--- config.mk ---
export PLATFORM = sky130hd
export DESIGN_NAME = opaque_pixel_bounding_box_unit
export DESIGN_NICKNAME = d
export VERILOG_FILES = /design/src/rtl/opb_pkg.sv /design/src/rtl/opb_ram.sv /design/src/rtl/opaque_pixel_bounding_box_unit.sv
export SDC_FILE = /design/constraint.sdc
export NUM_CORES = 1
export LEC_CHECK = 0
export BUFFER_PORTS_ARGS = -buffer_cell sky130_fd_sc_hd__buf_2
export CORE_MARGIN = 4
export CORE_UTILIZATION = 52
export DETAILED_ROUTE_END_ITERATION = 8
export PLACE_DENSITY = 0.69
export SLEW_MARGIN = 20
export SYNTH_ARGS = -nofsm -noshare
export SYNTH_HDL_FRONTEND = slang
export SYNTH_SLANG_ARGS = --single-unit
--- constraint.sdc ---
create_clock -name clock -period 5.1 [get_ports clock]
set_clock_uncertainty 0.2 [all_clocks]
set_input_delay 0.255 -clock clock [delete_from_list [all_inputs] [get_ports clock]]
set_output_delay 0.255 -clock clock [all_outputs]
set_load 0.01 [all_outputs]
--- src/rtl/opb_pkg.sv ---
// Shared constants for the opaque pixel bounding box unit.
// No dependencies.
`timescale 1ns / 1ps

package opb_pkg;

   localparam int MAX_DIM      = 1024;
   localparam int PALETTE_SIZE = 256;

   localparam int POS_W   = $clog2(MAX_DIM);
   localparam int DIM_W   = POS_W + 1;
   localparam int PAL_AW  = $clog2(PALETTE_SIZE);
   localparam int FMT_W   = 3;
   localparam int STAT_W  = 2;
   localparam int CSR_IW  = 2;

   localparam logic [FMT_W-1:0] PIX_RGBA16 = 3'd0;
   localparam logic [FMT_W-1:0] PIX_RGBA32 = 3'd1;
   localparam logic [FMT_W-1:0] PIX_CI4    = 3'd2;
   localparam logic [FMT_W-1:0] PIX_CI8    = 3'd3;

   localparam logic [STAT_W-1:0] STATUS_RECT  = 2'd0;
   localparam logic [STAT_W-1:0] STATUS_EMPTY = 2'd1;
   localparam logic [STAT_W-1:0] STATUS_UNSUP = 2'd2;

   localparam logic [CSR_IW-1:0] CSR_FORMAT = 2'd0;
   localparam logic [CSR_IW-1:0] CSR_WIDTH  = 2'd1;
   localparam logic [CSR_IW-1:0] CSR_HEIGHT = 2'd2;

   localparam logic CMD_PALETTE = 1'b0;
   localparam logic CMD_PIXEL   = 1'b1;

   localparam logic [DIM_W-1:0] WIDTH_RESET  = 11'd64;
   localparam logic [DIM_W-1:0] HEIGHT_RESET = 11'd64;

endpackage

--- src/rtl/opb_ram.sv ---
// Generic single-write, single-read RAM with registered read data.
// No dependencies.
`timescale 1ns / 1ps

module opb_ram #(
   parameter int WIDTH = 1,
   parameter int DEPTH = 256
) (
   input  logic                     clock,
   input  logic                     wr_en,
   input  logic [$clog2(DEPTH)-1:0] wr_addr,
   input  logic [WIDTH-1:0]         wr_data,
   input  logic                     rd_en,
   input  logic [$clog2(DEPTH)-1:0] rd_addr,
   output logic [WIDTH-1:0]         rd_data
);

   logic [WIDTH-1:0] mem [DEPTH];

   always_ff @(posedge clock) begin
      if (wr_en) begin
         mem[wr_addr] <= wr_data;
      end
      if (rd_en) begin
         rd_data <= mem[rd_addr];
      end
   end

endmodule

--- src/rtl/opaque_pixel_bounding_box_unit.sv ---
// Opaque pixel bounding box unit, top level.
// Depends on opb_pkg and opb_ram.
//
// Usage:
//  - csr_* writes pixel_format (0), image_width (1), image_height (2); csr_ready is
//    always high. Write only while no pixel is in flight.
//  - req_* carries palette alpha loads (req_cmd 0) and raster-order pixels (req_cmd 1).
//    A transfer happens when req_valid is high and req_stall is low.
//  - rsp_* carries one result per image, issued for the last pixel: status,
//    offset and size of the opaque rectangle.
// A result for the last pixel reaches rsp_* via the stage 1 register, then the output register.
// Throughput: one item per cycle while req_stall is low. The palette alpha RAM is
// read in the transfer cycle, and bounds update in a single compare stage behind stage 1.
// Palette loads take effect for the very next pixel.
// Stall: while a result waits in the output register, pixels that are not
// the last of an image keep flowing; req_stall rises only when a last pixel
// must wait for the output register.
// Reset: clears the palette (via per-entry valid bits), counters, bounds and
// the output valid, and restores the registers to format 0, 64 x 64.
`timescale 1ns / 1ps

module opaque_pixel_bounding_box_unit
   import opb_pkg::*;
(
   input  logic               clock,
   input  logic               reset,
   input  logic               csr_valid,
   output logic               csr_ready,
   input  logic [CSR_IW-1:0]  csr_index,
   input  logic [DIM_W-1:0]   csr_data,
   input  logic               req_valid,
   output logic               req_stall,
   input  logic               req_cmd,
   input  logic [PAL_AW-1:0]  req_palette_index,
   input  logic [15:0]        req_palette_entry,
   input  logic [31:0]        req_pixel_value,
   output logic               rsp_valid,
   input  logic               rsp_stall,
   output logic [STAT_W-1:0]  rsp_status,
   output logic [POS_W-1:0]   rsp_offset_x,
   output logic [POS_W-1:0]   rsp_offset_y,
   output logic [DIM_W-1:0]   rsp_size_x,
   output logic [DIM_W-1:0]   rsp_size_y
);

   typedef struct packed {
      logic             last;
      logic             use_pal;
      logic             pal_valid;
      logic             direct;
      logic             unsup;
      logic [POS_W-1:0] col;
      logic [POS_W-1:0] row;
   } s1_type;

   logic [FMT_W-1:0]         fmt_ff, fmt_in;
   logic [DIM_W-1:0]         width_ff, width_in;
   logic [DIM_W-1:0]         height_ff, height_in;
   logic [PALETTE_SIZE-1:0]  pal_valid_ff, pal_valid_in;
   logic [POS_W-1:0]         col_ff, col_in;
   logic [POS_W-1:0]         row_ff, row_in;
   logic                     s1_valid_ff, s1_valid_in;
   s1_type                   s1_ff, s1_in;
   logic [POS_W-1:0]         min_col_ff, min_col_in;
   logic [POS_W-1:0]         max_col_ff, max_col_in;
   logic [POS_W-1:0]         min_row_ff, min_row_in;
   logic [POS_W-1:0]         max_row_ff, max_row_in;
   logic                     any_ff, any_in;
   logic                     rsp_valid_ff, rsp_valid_in;
   logic [STAT_W-1:0]        status_ff, status_in;
   logic [POS_W-1:0]         off_x_ff, off_x_in;
   logic [POS_W-1:0]         off_y_ff, off_y_in;
   logic [DIM_W-1:0]         size_x_ff, size_x_in;
   logic [DIM_W-1:0]         size_y_ff, size_y_in;

   logic                     accept;
   logic                     pal_wr;
   logic                     pix_acc;
   logic                     advance;
   logic [DIM_W-1:0]         w_eff;
   logic [DIM_W-1:0]         h_eff;
   logic                     col_more;
   logic                     row_more;
   logic [PAL_AW-1:0]        rd_addr;
   logic                     ram_q;
   logic                     opaque;
   logic [POS_W-1:0]         n_min_col, n_max_col, n_min_row, n_max_row;
   logic                     n_any;

   assign csr_ready = 1'b1;

   assign advance   = !s1_valid_ff || !s1_ff.last || !rsp_valid_ff || !rsp_stall;
   assign req_stall = !advance;
   assign accept    = req_valid && !req_stall;
   assign pal_wr    = accept && (req_cmd == CMD_PALETTE);
   assign pix_acc   = accept && (req_cmd == CMD_PIXEL);

   opb_ram #(
      .WIDTH (1),
      .DEPTH (PALETTE_SIZE)
   ) u_pal_ram (
      .clock   (clock),
      .wr_en   (pal_wr),
      .wr_addr (req_palette_index),
      .wr_data (req_palette_entry[0]),
      .rd_en   (pix_acc),
      .rd_addr (rd_addr),
      .rd_data (ram_q)
   );

   always_comb begin
      if (width_ff == '0) begin
         w_eff = DIM_W'(1);
      end else if (width_ff > DIM_W'(MAX_DIM)) begin
         w_eff = DIM_W'(MAX_DIM);
      end else begin
         w_eff = width_ff;
      end
      if (height_ff == '0) begin
         h_eff = DIM_W'(1);
      end else if (height_ff > DIM_W'(MAX_DIM)) begin
         h_eff = DIM_W'(MAX_DIM);
      end else begin
         h_eff = height_ff;
      end
      col_more = (DIM_W'(col_ff) + DIM_W'(1)) < w_eff;
      row_more = (DIM_W'(row_ff) + DIM_W'(1)) < h_eff;

      if (fmt_ff == PIX_CI4) begin
         rd_addr = col_ff[0] ? PAL_AW'(req_pixel_value[3:0]) : PAL_AW'(req_pixel_value[7:4]);
      end else begin
         rd_addr = req_pixel_value[PAL_AW-1:0];
      end

      opaque = s1_ff.use_pal ? (s1_ff.pal_valid && ram_q) : s1_ff.direct;
      n_min_col = (opaque && (s1_ff.col < min_col_ff)) ? s1_ff.col : min_col_ff;
      n_max_col = (opaque && (s1_ff.col > max_col_ff)) ? s1_ff.col : max_col_ff;
      n_min_row = (opaque && (s1_ff.row < min_row_ff)) ? s1_ff.row : min_row_ff;
      n_max_row = (opaque && (s1_ff.row > max_row_ff)) ? s1_ff.row : max_row_ff;
      n_any     = any_ff || opaque;
   end

   always_comb begin
      fmt_in       = fmt_ff;
      width_in     = width_ff;
      height_in    = height_ff;
      pal_valid_in = pal_valid_ff;
      col_in       = col_ff;
      row_in       = row_ff;
      s1_valid_in  = s1_valid_ff;
      s1_in        = s1_ff;
      min_col_in   = min_col_ff;
      max_col_in   = max_col_ff;
      min_row_in   = min_row_ff;
      max_row_in   = max_row_ff;
      any_in       = any_ff;
      rsp_valid_in = rsp_valid_ff;
      status_in    = status_ff;
      off_x_in     = off_x_ff;
      off_y_in     = off_y_ff;
      size_x_in    = size_x_ff;
      size_y_in    = size_y_ff;

      if (csr_valid && csr_ready) begin
         case (csr_index)
            CSR_FORMAT: fmt_in    = csr_data[FMT_W-1:0];
            CSR_WIDTH:  width_in  = csr_data;
            CSR_HEIGHT: height_in = csr_data;
            default: ;
         endcase
      end

      if (pal_wr) begin
         pal_valid_in[req_palette_index] = 1'b1;
      end

      // stage 1: position and format decode at transfer
      if (advance) begin
         s1_valid_in = pix_acc;
         if (pix_acc) begin
            s1_in.col       = col_ff;
            s1_in.row       = row_ff;
            s1_in.last      = !col_more && !row_more;
            s1_in.use_pal   = (fmt_ff == PIX_CI4) || (fmt_ff == PIX_CI8);
            s1_in.pal_valid = pal_valid_ff[rd_addr];
            s1_in.unsup     = fmt_ff > PIX_CI8;
            case (fmt_ff)
               PIX_RGBA16: s1_in.direct = req_pixel_value[0];
               PIX_RGBA32: s1_in.direct = |req_pixel_value[31:24];
               default:    s1_in.direct = 1'b0;
            endcase
            if (col_more) begin
               col_in = col_ff + POS_W'(1);
            end else begin
               col_in = '0;
               row_in = row_more ? row_ff + POS_W'(1) : '0;
            end
         end
      end

      if (rsp_valid_ff && !rsp_stall) begin
         rsp_valid_in = 1'b0;
      end

      // stage 2: bounds update and result
      if (s1_valid_ff && advance) begin
         if (s1_ff.last) begin
            rsp_valid_in = 1'b1;
            if (s1_ff.unsup || !n_any) begin
               status_in = s1_ff.unsup ? STATUS_UNSUP : STATUS_EMPTY;
               off_x_in  = '0;
               off_y_in  = '0;
               size_x_in = '0;
               size_y_in = '0;
            end else begin
               status_in = STATUS_RECT;
               off_x_in  = n_min_col;
               off_y_in  = n_min_row;
               size_x_in = DIM_W'(n_max_col - n_min_col) + DIM_W'(1);
               size_y_in = DIM_W'(n_max_row - n_min_row) + DIM_W'(1);
            end
            min_col_in = '1;
            max_col_in = '0;
            min_row_in = '1;
            max_row_in = '0;
            any_in     = 1'b0;
         end else begin
            min_col_in = n_min_col;
            max_col_in = n_max_col;
            min_row_in = n_min_row;
            max_row_in = n_max_row;
            any_in     = n_any;
         end
      end
   end

   always_ff @(posedge clock) begin
      if (reset) begin
         fmt_ff       <= PIX_RGBA16;
         width_ff     <= WIDTH_RESET;
         height_ff    <= HEIGHT_RESET;
         pal_valid_ff <= '0;
         col_ff       <= '0;
         row_ff       <= '0;
         s1_valid_ff  <= 1'b0;
         min_col_ff   <= '1;
         max_col_ff   <= '0;
         min_row_ff   <= '1;
         max_row_ff   <= '0;
         any_ff       <= 1'b0;
         rsp_valid_ff <= 1'b0;
      end else begin
         fmt_ff       <= fmt_in;
         width_ff     <= width_in;
         height_ff    <= height_in;
         pal_valid_ff <= pal_valid_in;
         col_ff       <= col_in;
         row_ff       <= row_in;
         s1_valid_ff  <= s1_valid_in;
         min_col_ff   <= min_col_in;
         max_col_ff   <= max_col_in;
         min_row_ff   <= min_row_in;
         max_row_ff   <= max_row_in;
         any_ff       <= any_in;
         rsp_valid_ff <= rsp_valid_in;
      end
   end

   always_ff @(posedge clock) begin
      s1_ff     <= s1_in;
      status_ff <= status_in;
      off_x_ff  <= off_x_in;
      off_y_ff  <= off_y_in;
      size_x_ff <= size_x_in;
      size_y_ff <= size_y_in;
   end

   assign rsp_valid    = rsp_valid_ff;
   assign rsp_status   = status_ff;
   assign rsp_offset_x = off_x_ff;
   assign rsp_offset_y = off_y_ff;
   assign rsp_size_x   = size_x_ff;
   assign rsp_size_y   = size_y_ff;

endmodule

======== Yosys cells after proc, flatten, opt, wreduce, memory -nomap -nowiden ========
Memories as Yosys holds them, arrays and structs flattened. A register that Yosys moved wholly into a read port is not among the register bits.
Index checks and enable logic that the tools add are counted.
word-level totals
  memories kept ........................... 1
  bits in registers ....................... 413
  memory bits (writable) .................. 256
  output and inout bits ................... 47
memory list
  memory         depth  bits a word  read ports  clocked after Yosys merged registers in  write ports  line           source
  u_pal_ram.mem  256    1            1           1                                        1            opb_ram.sv:18  logic [WIDTH-1:0] mem [DEPTH];
cells by class
  reductions and logical operators ........ 37
  bitwise logic cells ..................... 3
  add/sub/neg operators ................... 8
  eq/ne operators ......................... 5
  order comparisons ....................... 12
  muxes and demuxes ....................... 29
operator list
  cell                                                                number
  bitwise OR 256 bit                                                  1
  2-to-1 mux 10 bit                                                   10
  2-to-1 mux 11 bit                                                   4
  adder 10 x 1 -> 11 bit (second input constant)                      2
  adder 11 x 1 -> 11 bit (second input constant)                      2
  > comparator 11 bit (second input constant)                         2
  zero test 11 bit                                                    2
  < comparator 11 bit                                                 2
  subtractor 10 x 10 -> 11 bit                                        2
  adder 10 x 1 -> 10 bit (second input constant)                      2
  > comparator 10 bit                                                 2
  < comparator 10 bit                                                 2
  < comparator 8 x 9 -> 1 bit (second input constant)                 2
  logical AND 1 bit                                                   12
  AND reduction 2 bit                                                 5
  2-to-1 mux 1 bit                                                    9
  binary-select mux 1 bit (select 8 bit)                              1
  demux 1 bit (select 8 bit)                                          1
  greater-or-equal comparator 8 x 1 -> 1 bit (second input constant)  1
  zero test 1 bit                                                     8
  2-to-1 mux 8 bit                                                    1
  OR reduction 8 bit                                                  1
  equality test 3 x 2 -> 1 bit (second input constant)                2
  logical OR 1 bit                                                    6
  11 further kinds                                                    12

======== Depth between registers and ports, before layout ========
Gate-level depths: netlist (run 1).
  depth after elaboration ................. 8
  mapped depth ............................ 23
  mapped depth without buffers ............ 22

======== By module ========
Synthesis (run 1) repeated with hierarchy kept, for this count alone.
second synthesis, totals
  cell total of the unflattened synthesis .. 2,917
  area, all modules ....................... 29,933.7 sq um
by module, submodules not included
  module                          area an instance (sq um)  seq. area each (sq um)  times used  cells an instance
  opaque_pixel_bounding_box_unit  18,795.5                  8,958.6                 1           2,129
  opb_ram                         11,138.2                  7,717.4                 1           788

======== Worst setup path after synthesis (run 1) ========
OpenSTA, ideal clock, no wires.
  kind .................................... register to register
  start point ............................. register s1_ff[11] (netlist bit)
  end point ............................... register size_x_ff[9], in the netlist rsp_size_x[9] (data pin)
  data arrival time ....................... 4,184 ps
  period minus slack after synthesis ...... 4,650 ps
  slack ................................... 450 ps
  data required time ...................... 4,634 ps
  cell stages (with the launch flop) ...... 23
  library setup time ...................... 266 ps
  cells stage by stage .................... edfxtp_1 ha_1 a21o_1 a21o_1 a21o_1 a21oi_1 o21ai_1 a21oi_1 buf_2 mux2_1 ha_1 inv_1 ha_1 inv_1 fa_1 nor2b_1 o21ai_0 a21boi_0 o21ai_0 a21boi_0 o21ai_0 a21boi_0 nor3_1
on the way
  word-level cells in the longest chain between the ends .. 5
RTL lines
  element                         line                                   source
  start: declaration              opaque_pixel_bounding_box_unit.sv:63   s1_type s1_ff, s1_in;
  start signal: assignment        opaque_pixel_bounding_box_unit.sv:270  s1_ff <= s1_in;
  < comparator 10 bit             opaque_pixel_bounding_box_unit.sv:136  n_min_col = (opaque && (s1_ff.col < min_col_ff)) ? s1_ff.col : min_col_ff;
  logical AND 1 bit               opaque_pixel_bounding_box_unit.sv:136
  2-to-1 mux 10 bit *             opaque_pixel_bounding_box_unit.sv:136
  net n_min_col[1]                opaque_pixel_bounding_box_unit.sv:87   logic [POS_W-1:0] n_min_col, n_max_col, n_min_row, n_max_row;
  subtractor 10 x 10 -> 11 bit *  opaque_pixel_bounding_box_unit.sv:219  size_x_in = DIM_W'(n_max_col - n_min_col) + DIM_W'(1);
  adder 11 x 1 -> 11 bit *        opaque_pixel_bounding_box_unit.sv:219
  end signal: assignment          opaque_pixel_bounding_box_unit.sv:274  size_x_ff <= size_x_in;
  end: declaration                opaque_pixel_bounding_box_unit.sv:73   logic [DIM_W-1:0] size_x_ff, size_x_in;
The timed path passes the listed nets; every way through them passes the cells marked *.
A chain may end at the register's enable or synchronous reset.

======== Worst setup path in the final report (run 1) ========
  start point ............................. register s1_ff[1] (netlist bit)
  end point ............................... register size_y_ff[9], in the netlist rsp_size_y[9] (data pin)
on the way
  word-level cells in the longest chain between the ends .. 5
RTL lines
  element                         line                                   source
  < comparator 10 bit             opaque_pixel_bounding_box_unit.sv:138  n_min_row = (opaque && (s1_ff.row < min_row_ff)) ? s1_ff.row : min_row_ff;
  logical AND 1 bit               opaque_pixel_bounding_box_unit.sv:138
  2-to-1 mux 10 bit *             opaque_pixel_bounding_box_unit.sv:138
  net n_min_row[1]                opaque_pixel_bounding_box_unit.sv:87
  subtractor 10 x 10 -> 11 bit *  opaque_pixel_bounding_box_unit.sv:220  size_y_in = DIM_W'(n_max_row - n_min_row) + DIM_W'(1);
  adder 11 x 1 -> 11 bit *        opaque_pixel_bounding_box_unit.sv:220
  end signal: assignment          opaque_pixel_bounding_box_unit.sv:275  size_y_ff <= size_y_in;
  end: declaration                opaque_pixel_bounding_box_unit.sv:74   logic [DIM_W-1:0] size_y_ff, size_y_in;
Marked as above.

==> flow_summary.ini, run 1 <==
[status]
run_status = finished with violations
violations = negative hold slack

[cells_and_area]
final_core_occ = 0.593
area_delta_synth_final_pct = 12.1
layout.nets = 3368
antennaDiodeCount = 0
final-instance-count-excl-fill = 4007
fillerInstances = 4776
final_area_sq_um = 33700
final_layout_size_suffix_gt1_frac = 0.102

[global_route]
grt.met2_usage = 0.432
global_route_wire_length_before_repair_mm = 127
busiest_layer = met2
globalRouteMet3Util = 0.0476
first_global_vias = 23000
globalRoute.totalOverflow = 0
globalRouteMet1Util = 0.329
gr-usage-all-layers = 0.255
largest_net_degree_at_the_start_of_global_routing = 167
antenna_found_initial = 4

[cts]
cts_sinks = 670
htree_levels = 3
path_clk_slew_ns = 0.06
cts_root_buffer = sky130_fd_sc_hd__clkbuf_16
worst_skew_pair.late_latency_ns = 0.61
cts_buffer_depth = 3
cts_tree = done
inserted_clock_buffers = 72

[synth]
synth.yosys.warnings = 0
postSynth.asyncResetShare = 0
dominant_cell_type_by_area_after_synthesis = sky130_fd_sc_hd__edfxtp_1
yosys-top-cells-area = sky130_fd_sc_hd__edfxtp_1, sky130_fd_sc_hd__dfxtp_1, sky130_fd_sc_hd__nor2_1
postSynth.topFlopCell = sky130_fd_sc_hd__dfxtp_1
postSynthAreaPerCell_sq_um = 9.57
synth.ff_latch_count = 670
synthesis.area_sq_um = 30100
synth_top_cells_by_count = sky130_fd_sc_hd__nor2_1, sky130_fd_sc_hd__nand2_1, sky130_fd_sc_hd__dfxtp_1
synth.yosys.seq_area_share = 0.554
synth_nets = 3319
count_of_flip_flops_with_a_built_in_enable_after_synthesis = 326
netlist.area_leader.share = 0.325
post_synth_num_cell_types = 65
yosys.cell_count.top_type = sky130_fd_sc_hd__nor2_1
post_synth_inst_count = 3144

[die]
core_area_sq_um = 56800
dieArea_sq_um = 61800
boundaryPins = 122
initial_core_util = 0.529
fp.dieH_um = 249
die_w_um = 249
fp-row-count = 87

[sta]
report.final.slew_viol_count = 0
final.period_utilization = 0.933
fin_worst_hold_slack_ns = -0.0163
max-slew-margin-rel = 0.185
achievable-frequency_ghz = 0.210
setup_ws_ns = 0.344
final-hold-violation-count = 5
tightestPinTransition_ns = 1.22
final_period_minus_worst_setup_slack_ns = 4.76
setup_violations = 0

[critical_path]
worstReg2RegStart = s1_ff[1]$_DFFE_PP_
r2r_end = rsp_size_y[9]$_SDFFCE_PP0P_
endpoint_kind = flip-flop
required_ns = 5.24
worstRegToRegCells = 20
crit_fanout = 5
worstSetupStartpointType = flip-flop
timing.reg2reg.setup_slack_ns = 0.34
worstSetupPathType = reg -> reg
worstPathArrival_ns = 4.89

[route]
drt_first_pass_iters = 6
vias = 23800
drt-wirelength-per-cell_um = 20.4
finalWirelength_mm = 81.6
drt-initial-drc-count = 2580
drc = 0
detail-route-antenna-nets = 0
post_drt_via_cell_ratio = 5.95

[min_path]
path_class_of_the_lowest_slack_min_delay_path = in -> reg
whs_endpoint = height_ff[4]$_SDFFE_PP0P_
timing.hold.worst_path_depth = 2
min-delay-start = reset

[pwr]
power.leakage_nw = 12.5
worst_ir_drop_vdd_mv = 0.304
power.density_nw_per_um2 = 349

[place]
worst_slack_after_detailed_placement_ns = 0.144
dp_hpwl_mm = 51.1
placement.cell_area_sq_um = 31200
globalplace.congestion = 0.843
numPortBuffers = 89
dp_cells = 3858

[job]
max-cap-violations = 0
-- report_power, final --
part,switching [mW],internal [mW],leakage [nW]
combinational,0.610,0.270,5.60
clock,2.15,3.05,1.16
sequential,0.0309,5.67,5.73
total,2.79,8.99,12.5
-- worst max-delay path by stage --
stage	from	to	slack (ns)	cells after the start
floorplan	s1_ff[11]$_DFFE_PP_	rsp_size_x[9]$_SDFFCE_PP0P_	0.45	22
global placement	s1_ff[11]$_DFFE_PP_	rsp_size_x[9]$_SDFFCE_PP0P_	0.27	21
detailed placement	s1_ff[11]$_DFFE_PP_	rsp_size_x[9]$_SDFFCE_PP0P_	0.14	21
CTS	s1_ff[11]$_DFFE_PP_	rsp_size_x[9]$_SDFFCE_PP0P_	0.11	21
global route	s1_ff[11]$_DFFE_PP_	rsp_size_x[9]$_SDFFCE_PP0P_	-0.003	21
finish	s1_ff[1]$_DFFE_PP_	rsp_size_y[9]$_SDFFCE_PP0P_	0.34	20
-- routing by layer --
layer  wire [um]  up-vias  part of all wire
met5          42        -           0.00051
met3        6850      188             0.084
met1       32800    11600              0.40
met2       39100     1002              0.48
met4        2790        6             0.034
li1            -    11000                 -
-- worst max-delay path, stage by stage, from the launching register on --
cell and delay [ns]:
sky130_fd_sc_hd__edfxtp_1 0.45, sky130_fd_sc_hd__ha_1 0.33, sky130_fd_sc_hd__a21o_1 0.16, sky130_fd_sc_hd__a21o_1 0.18, sky130_fd_sc_hd__a21o_1 0.19, sky130_fd_sc_hd__a21oi_1 0.18, sky130_fd_sc_hd__o21ai_1 0.15, sky130_fd_sc_hd__a21oi_2 0.22
sky130_fd_sc_hd__mux2_1 0.35, sky130_fd_sc_hd__ha_1 0.29, sky130_fd_sc_hd__inv_1 0.04, sky130_fd_sc_hd__ha_1 0.22, sky130_fd_sc_hd__fa_1 0.41, sky130_fd_sc_hd__a21o_1 0.20, sky130_fd_sc_hd__a21oi_2 0.17, sky130_fd_sc_hd__o21bai_1 0.09
sky130_fd_sc_hd__a21oi_2 0.18, sky130_fd_sc_hd__o21bai_1 0.08, sky130_fd_sc_hd__a21oi_1 0.18, sky130_fd_sc_hd__xor2_1 0.16, sky130_fd_sc_hd__nor2_1 0.05
-- cell usage in the layout, fill, tap and decap left out, types with 28 or more instances in the layout --
master,Yosys,routed
sky130_fd_sc_hd__dfxtp_1,344,344
sky130_fd_sc_hd__a31oi_1,43,43
sky130_fd_sc_hd__a21oi_1,222,217
sky130_fd_sc_hd__nor2_1,741,730
sky130_fd_sc_hd__edfxtp_1,326,326
sky130_fd_sc_hd__clkbuf_16,0,76
sky130_fd_sc_hd__o21ai_0,29,28
sky130_fd_sc_hd__inv_1,62,62
sky130_fd_sc_hd__ha_1,98,98
sky130_fd_sc_hd__nand2_1,470,470
sky130_fd_sc_hd__buf_2,38,87
sky130_fd_sc_hd__nand3_1,131,130
sky130_fd_sc_hd__nand4_1,41,41
sky130_fd_sc_hd__a22oi_1,31,31
sky130_fd_sc_hd__a32oi_1,30,30
sky130_fd_sc_hd__buf_4,16,48
sky130_fd_sc_hd__mux2i_1,103,101
-- final cells by class --
cell class,count,area [sq um],share of cell area
timing repair buffer,158,1070,0.0319
clock buffer,99,2060,0.0610
sequential,670,16700,0.495
clock inverter,33,303,0.00898
inverter,64,240,0.00713
multi-input combinational,2227,12400,0.368
tap,756,946,0.0281
-- cells by family after synthesis --
kind of cell | after synthesis | synth area share
and+or+nand+nor | 1503 | 0.207
DFF | 670 | 0.554
adders and majority gates | 100 | 0.0421
other | 1 | 0.000125
buffers and inverters | 247 | 0.0376
muxes | 144 | 0.0561
xor gates and xnor gates | 28 | 0.00815
AOI/OAI and AO/OA | 451 | 0.0948
-- sequential cells by signal, indices dropped and copies added (netlist names), 11 cells and up --
signal	count
height_ff	11
pal_valid_ff	256
rsp_size_x	11
rsp_size_y	11
s1_ff	25
u_pal_ram.mem	256
width_ff	11
-- per-stage QoR --
step,power (mW),setup TNS (ns)
floorplan,6.36,0
global placement,6.65,0
detailed placement,6.67,0
CTS,11.8,0
global route,12.1,-0.00298
finish,11.8,0
-- what timing repair did --
item | CTS | global route
hold buffers | 15 | 0
resized for setup | 0 | 8
endpoints found under the hold margin | 27 | 0
buffers inserted | 0 | 2
setup endpoints to repair | 0 | 2
No activity file was read; power rests on OpenSTA's default activity.
==> run 2: changes to the inputs <==
--- a/config.mk
+++ b/config.mk
@@ -9,5 +9,4 @@
 export CORE_MARGIN = 4
-export CORE_UTILIZATION = 52
+export CORE_UTILIZATION = 25
 export DETAILED_ROUTE_END_ITERATION = 8
-export PLACE_DENSITY = 0.69
 export SLEW_MARGIN = 20
==> constraint.sdc (replaced) <==
create_clock -name clock -period 5.1 [get_ports clock]
set_clock_uncertainty 0.2 [all_clocks]
set_input_delay 0 -clock clock [delete_from_list [all_inputs] [get_ports clock]]
set_output_delay 0 -clock clock [all_outputs]
set_load 0.01 [all_outputs]
==> run 2 against run 1 <==
- the run now ends clean
- final cell count rose by 22%
- largest power group unchanged
- register-to-register slack improved by 0.03 ns
- flip-flop and latch count did not move
- core utilization fell by 30 points
- power rose by 0.84%
- cell area rose by 4.2%
- non-clock buffer count rose by 36
- first-iteration DRC count fell by 17%
- sequential power barely moved
==> flow_summary.ini, run 2 (synthesis results as in run 1) <==
[status]
run_status = completed

[cells_and_area]
final_cell_mix = sky130_fd_sc_hd__nor2_1, sky130_fd_sc_hd__nand2_1, sky130_fd_sc_hd__dfxtp_1
ff_latch_area_sq_um = 16700
final_layout_size_suffix_gt1_frac = 0.0996
total_area_of_multi_input_combinational_cells_sq_um = 12400
largestRegisters = pal_valid_ff: 256 flops, u_pal_ram.mem: 256 flops, s1_ff: 25 flops
area_delta_synth_final_pct = 16.8
most_frequent_standard_cell_in_the_layout_excluding_fill_and_tap_cells = sky130_fd_sc_hd__nor2_1
layout.nets = 3401
fillerInstances = 12500

[cts]
cts_tree = done
htree_levels = 3
inserted_clock_buffers = 69
cts_sinks = 670
worst_skew_pair.late_latency_ns = 0.63
cts_buffer_depth = 3
cts_root_buffer = sky130_fd_sc_hd__clkbuf_16
path_clk_slew_ns = 0.06

[place]
worst_slack_after_detailed_placement_ns = 0.299
numPortBuffers = 89
dp_hpwl_mm = 51.8
globalplace.congestion = 0.834

[die]
core_area_sq_um = 120000
die_w_um = 355
boundaryPins = 122
fp.dieH_um = 355
fp-row-count = 127
dieArea_sq_um = 126000
initial_core_util = 0.251

[sta]
tightestPinTransition_ns = 1.17
achievable-frequency_ghz = 0.212
report.final.slew_viol_count = 0
final_period_minus_worst_setup_slack_ns = 4.72
max-slew-margin-rel = 0.219
final-hold-violation-count = 0
fin_setup_tns_ns = 0
setup_violations = 0
setup_ws_ns = 0.378
grt_setup_unrepaired = false
final.period_utilization = 0.926

[min_path]
path_class_of_the_lowest_slack_min_delay_path = in -> reg

[critical_path]
worstSetupStartpointType = flip-flop
required_ns = 5.25
crit_fanout = 19
timing.reg2reg.setup_slack_ns = 0.38
worstSetupPathType = reg -> reg
endpoint_kind = flip-flop
worstPathArrival_ns = 4.87

[global_route]
globalRoute.totalOverflow = 0
antenna_found_initial = 7
gr-usage-all-layers = 0.128
first_global_vias = 22000
largest_net_degree_at_the_start_of_global_routing = 257
global_route_wire_length_before_repair_mm = 129

[route]
drt-initial-drc-count = 2130
drc = 0
finalWirelength_mm = 83.2
drt_first_pass_iters = 6
vias = 23200
detail-route-antenna-nets = 0
drt-wirelength-per-cell_um = 17.0
post_drt_via_cell_ratio = 4.74

[pwr]
worst_ir_drop_vdd_mv = 0.249
power.leakage_nw = 12.6
power.density_nw_per_um2 = 338

[job]
max-cap-violations = 0
-- run 2: changes by cell type in the layout (fill, tap and decap cells not counted), sizes merged --
cell         previous run  this run
dlygate4sd3            15        41
clkinv                 23        11
buf                   143       153
clkbuf                 99       106
bufinv                  4         7
diode                   0         3
clkinvlp                4         2
inv                    66        65
-- run 2: per-stage QoR --
stage | hold WS [ns] | area, sq um | cells | util | power (mW)
2_1_floorplan | -0.101 | 30100 | 3144 | - | 6.36
3_3_place_gp | 0.0970 | 32300 | 4726 | 0.270 | 6.68
3_5_place_dp | 0.109 | 32300 | 4726 | 0.270 | 6.68
4_1_cts | 0.0000196 | 35100 | 4894 | 0.293 | 12.0
5_1_grt | 0.0546 | 35100 | 4897 | 0.294 | 12.3
6_report | 0.0227 | 35100 | 4897 | 0.294 | 11.9
-- run 2: worst max-delay path: stages (launching register included) --
cell,delay (ns)
sky130_fd_sc_hd__edfxtp_1,0.48
sky130_fd_sc_hd__ha_1,0.34
sky130_fd_sc_hd__a21o_1,0.16
sky130_fd_sc_hd__a21o_1,0.17
sky130_fd_sc_hd__a21o_1,0.16
sky130_fd_sc_hd__a21oi_1,0.14
sky130_fd_sc_hd__o21ai_1,0.13
sky130_fd_sc_hd__a21oi_2,0.19
sky130_fd_sc_hd__buf_4,0.32
sky130_fd_sc_hd__mux2i_1,0.23
sky130_fd_sc_hd__ha_1,0.28
sky130_fd_sc_hd__fa_1,0.47
sky130_fd_sc_hd__a21o_1,0.18
sky130_fd_sc_hd__a21oi_1,0.22
sky130_fd_sc_hd__o21bai_1,0.09
sky130_fd_sc_hd__a21oi_1,0.21
sky130_fd_sc_hd__o21bai_1,0.08
sky130_fd_sc_hd__a21oi_1,0.17
sky130_fd_sc_hd__xor2_1,0.16
sky130_fd_sc_hd__nor2_1,0.06
-- run 2: path summary, 6_finish.rpt --
| path | start | endpoint | cells after the start |
|---|---|---|---|
| worst min register to register | pal_valid_ff[46]$_SDFFE_PP0P_ | pal_valid_ff[46]$_SDFFE_PP0P_ | 2 |
| worst max register to register | s1_ff[1]$_DFFE_PP_ | rsp_size_y[9]$_SDFFCE_PP0P_ | 19 |
| worst max-delay path | s1_ff[1]$_DFFE_PP_ | rsp_size_y[9]$_SDFFCE_PP0P_ | 19 |
| worst min-delay path | req_cmd | col_ff[1]$_SDFFE_PP0P_ | 4 |
-- run 2: routing by layer --
metal	routed length, um	track usage	part of all wire	vias up
met5	45	0	0.00054	-
met4	2450	0.0431	0.029	6
met3	7160	0.0283	0.086	159
met2	36800	0.198	0.44	844
met1	36800	0.179	0.44	11100
li1	-	-	-	11100
-- run 2: where the power goes --
| group | internal, mW | switching, mW |
|---|---|---|
| registers | 5.67 | 0.0301 |
| logic | 0.285 | 0.614 |
| clock network | 3.14 | 2.14 |
| total | 9.10 | 2.78 |
-- run 2: timing repair --
item,4_1_cts,5_1_grt
endpoints found under the setup margin,0,1
hold buffers,41,0
gates resized for setup,0,5
buffers inserted,0,0
hold endpoints to repair,418,0
-- run 2: cell type report --
type	instances	area share
Inverter	64	0.00684
Antenna cell	3	0.000214
Multi-Input combinational cell	2227	0.353
Timing Repair Buffer	194	0.0405
Clock buffer	106	0.0583
Sequential cell	670	0.475
Clock inverter	21	0.00905
Tap cell	1612	0.0574
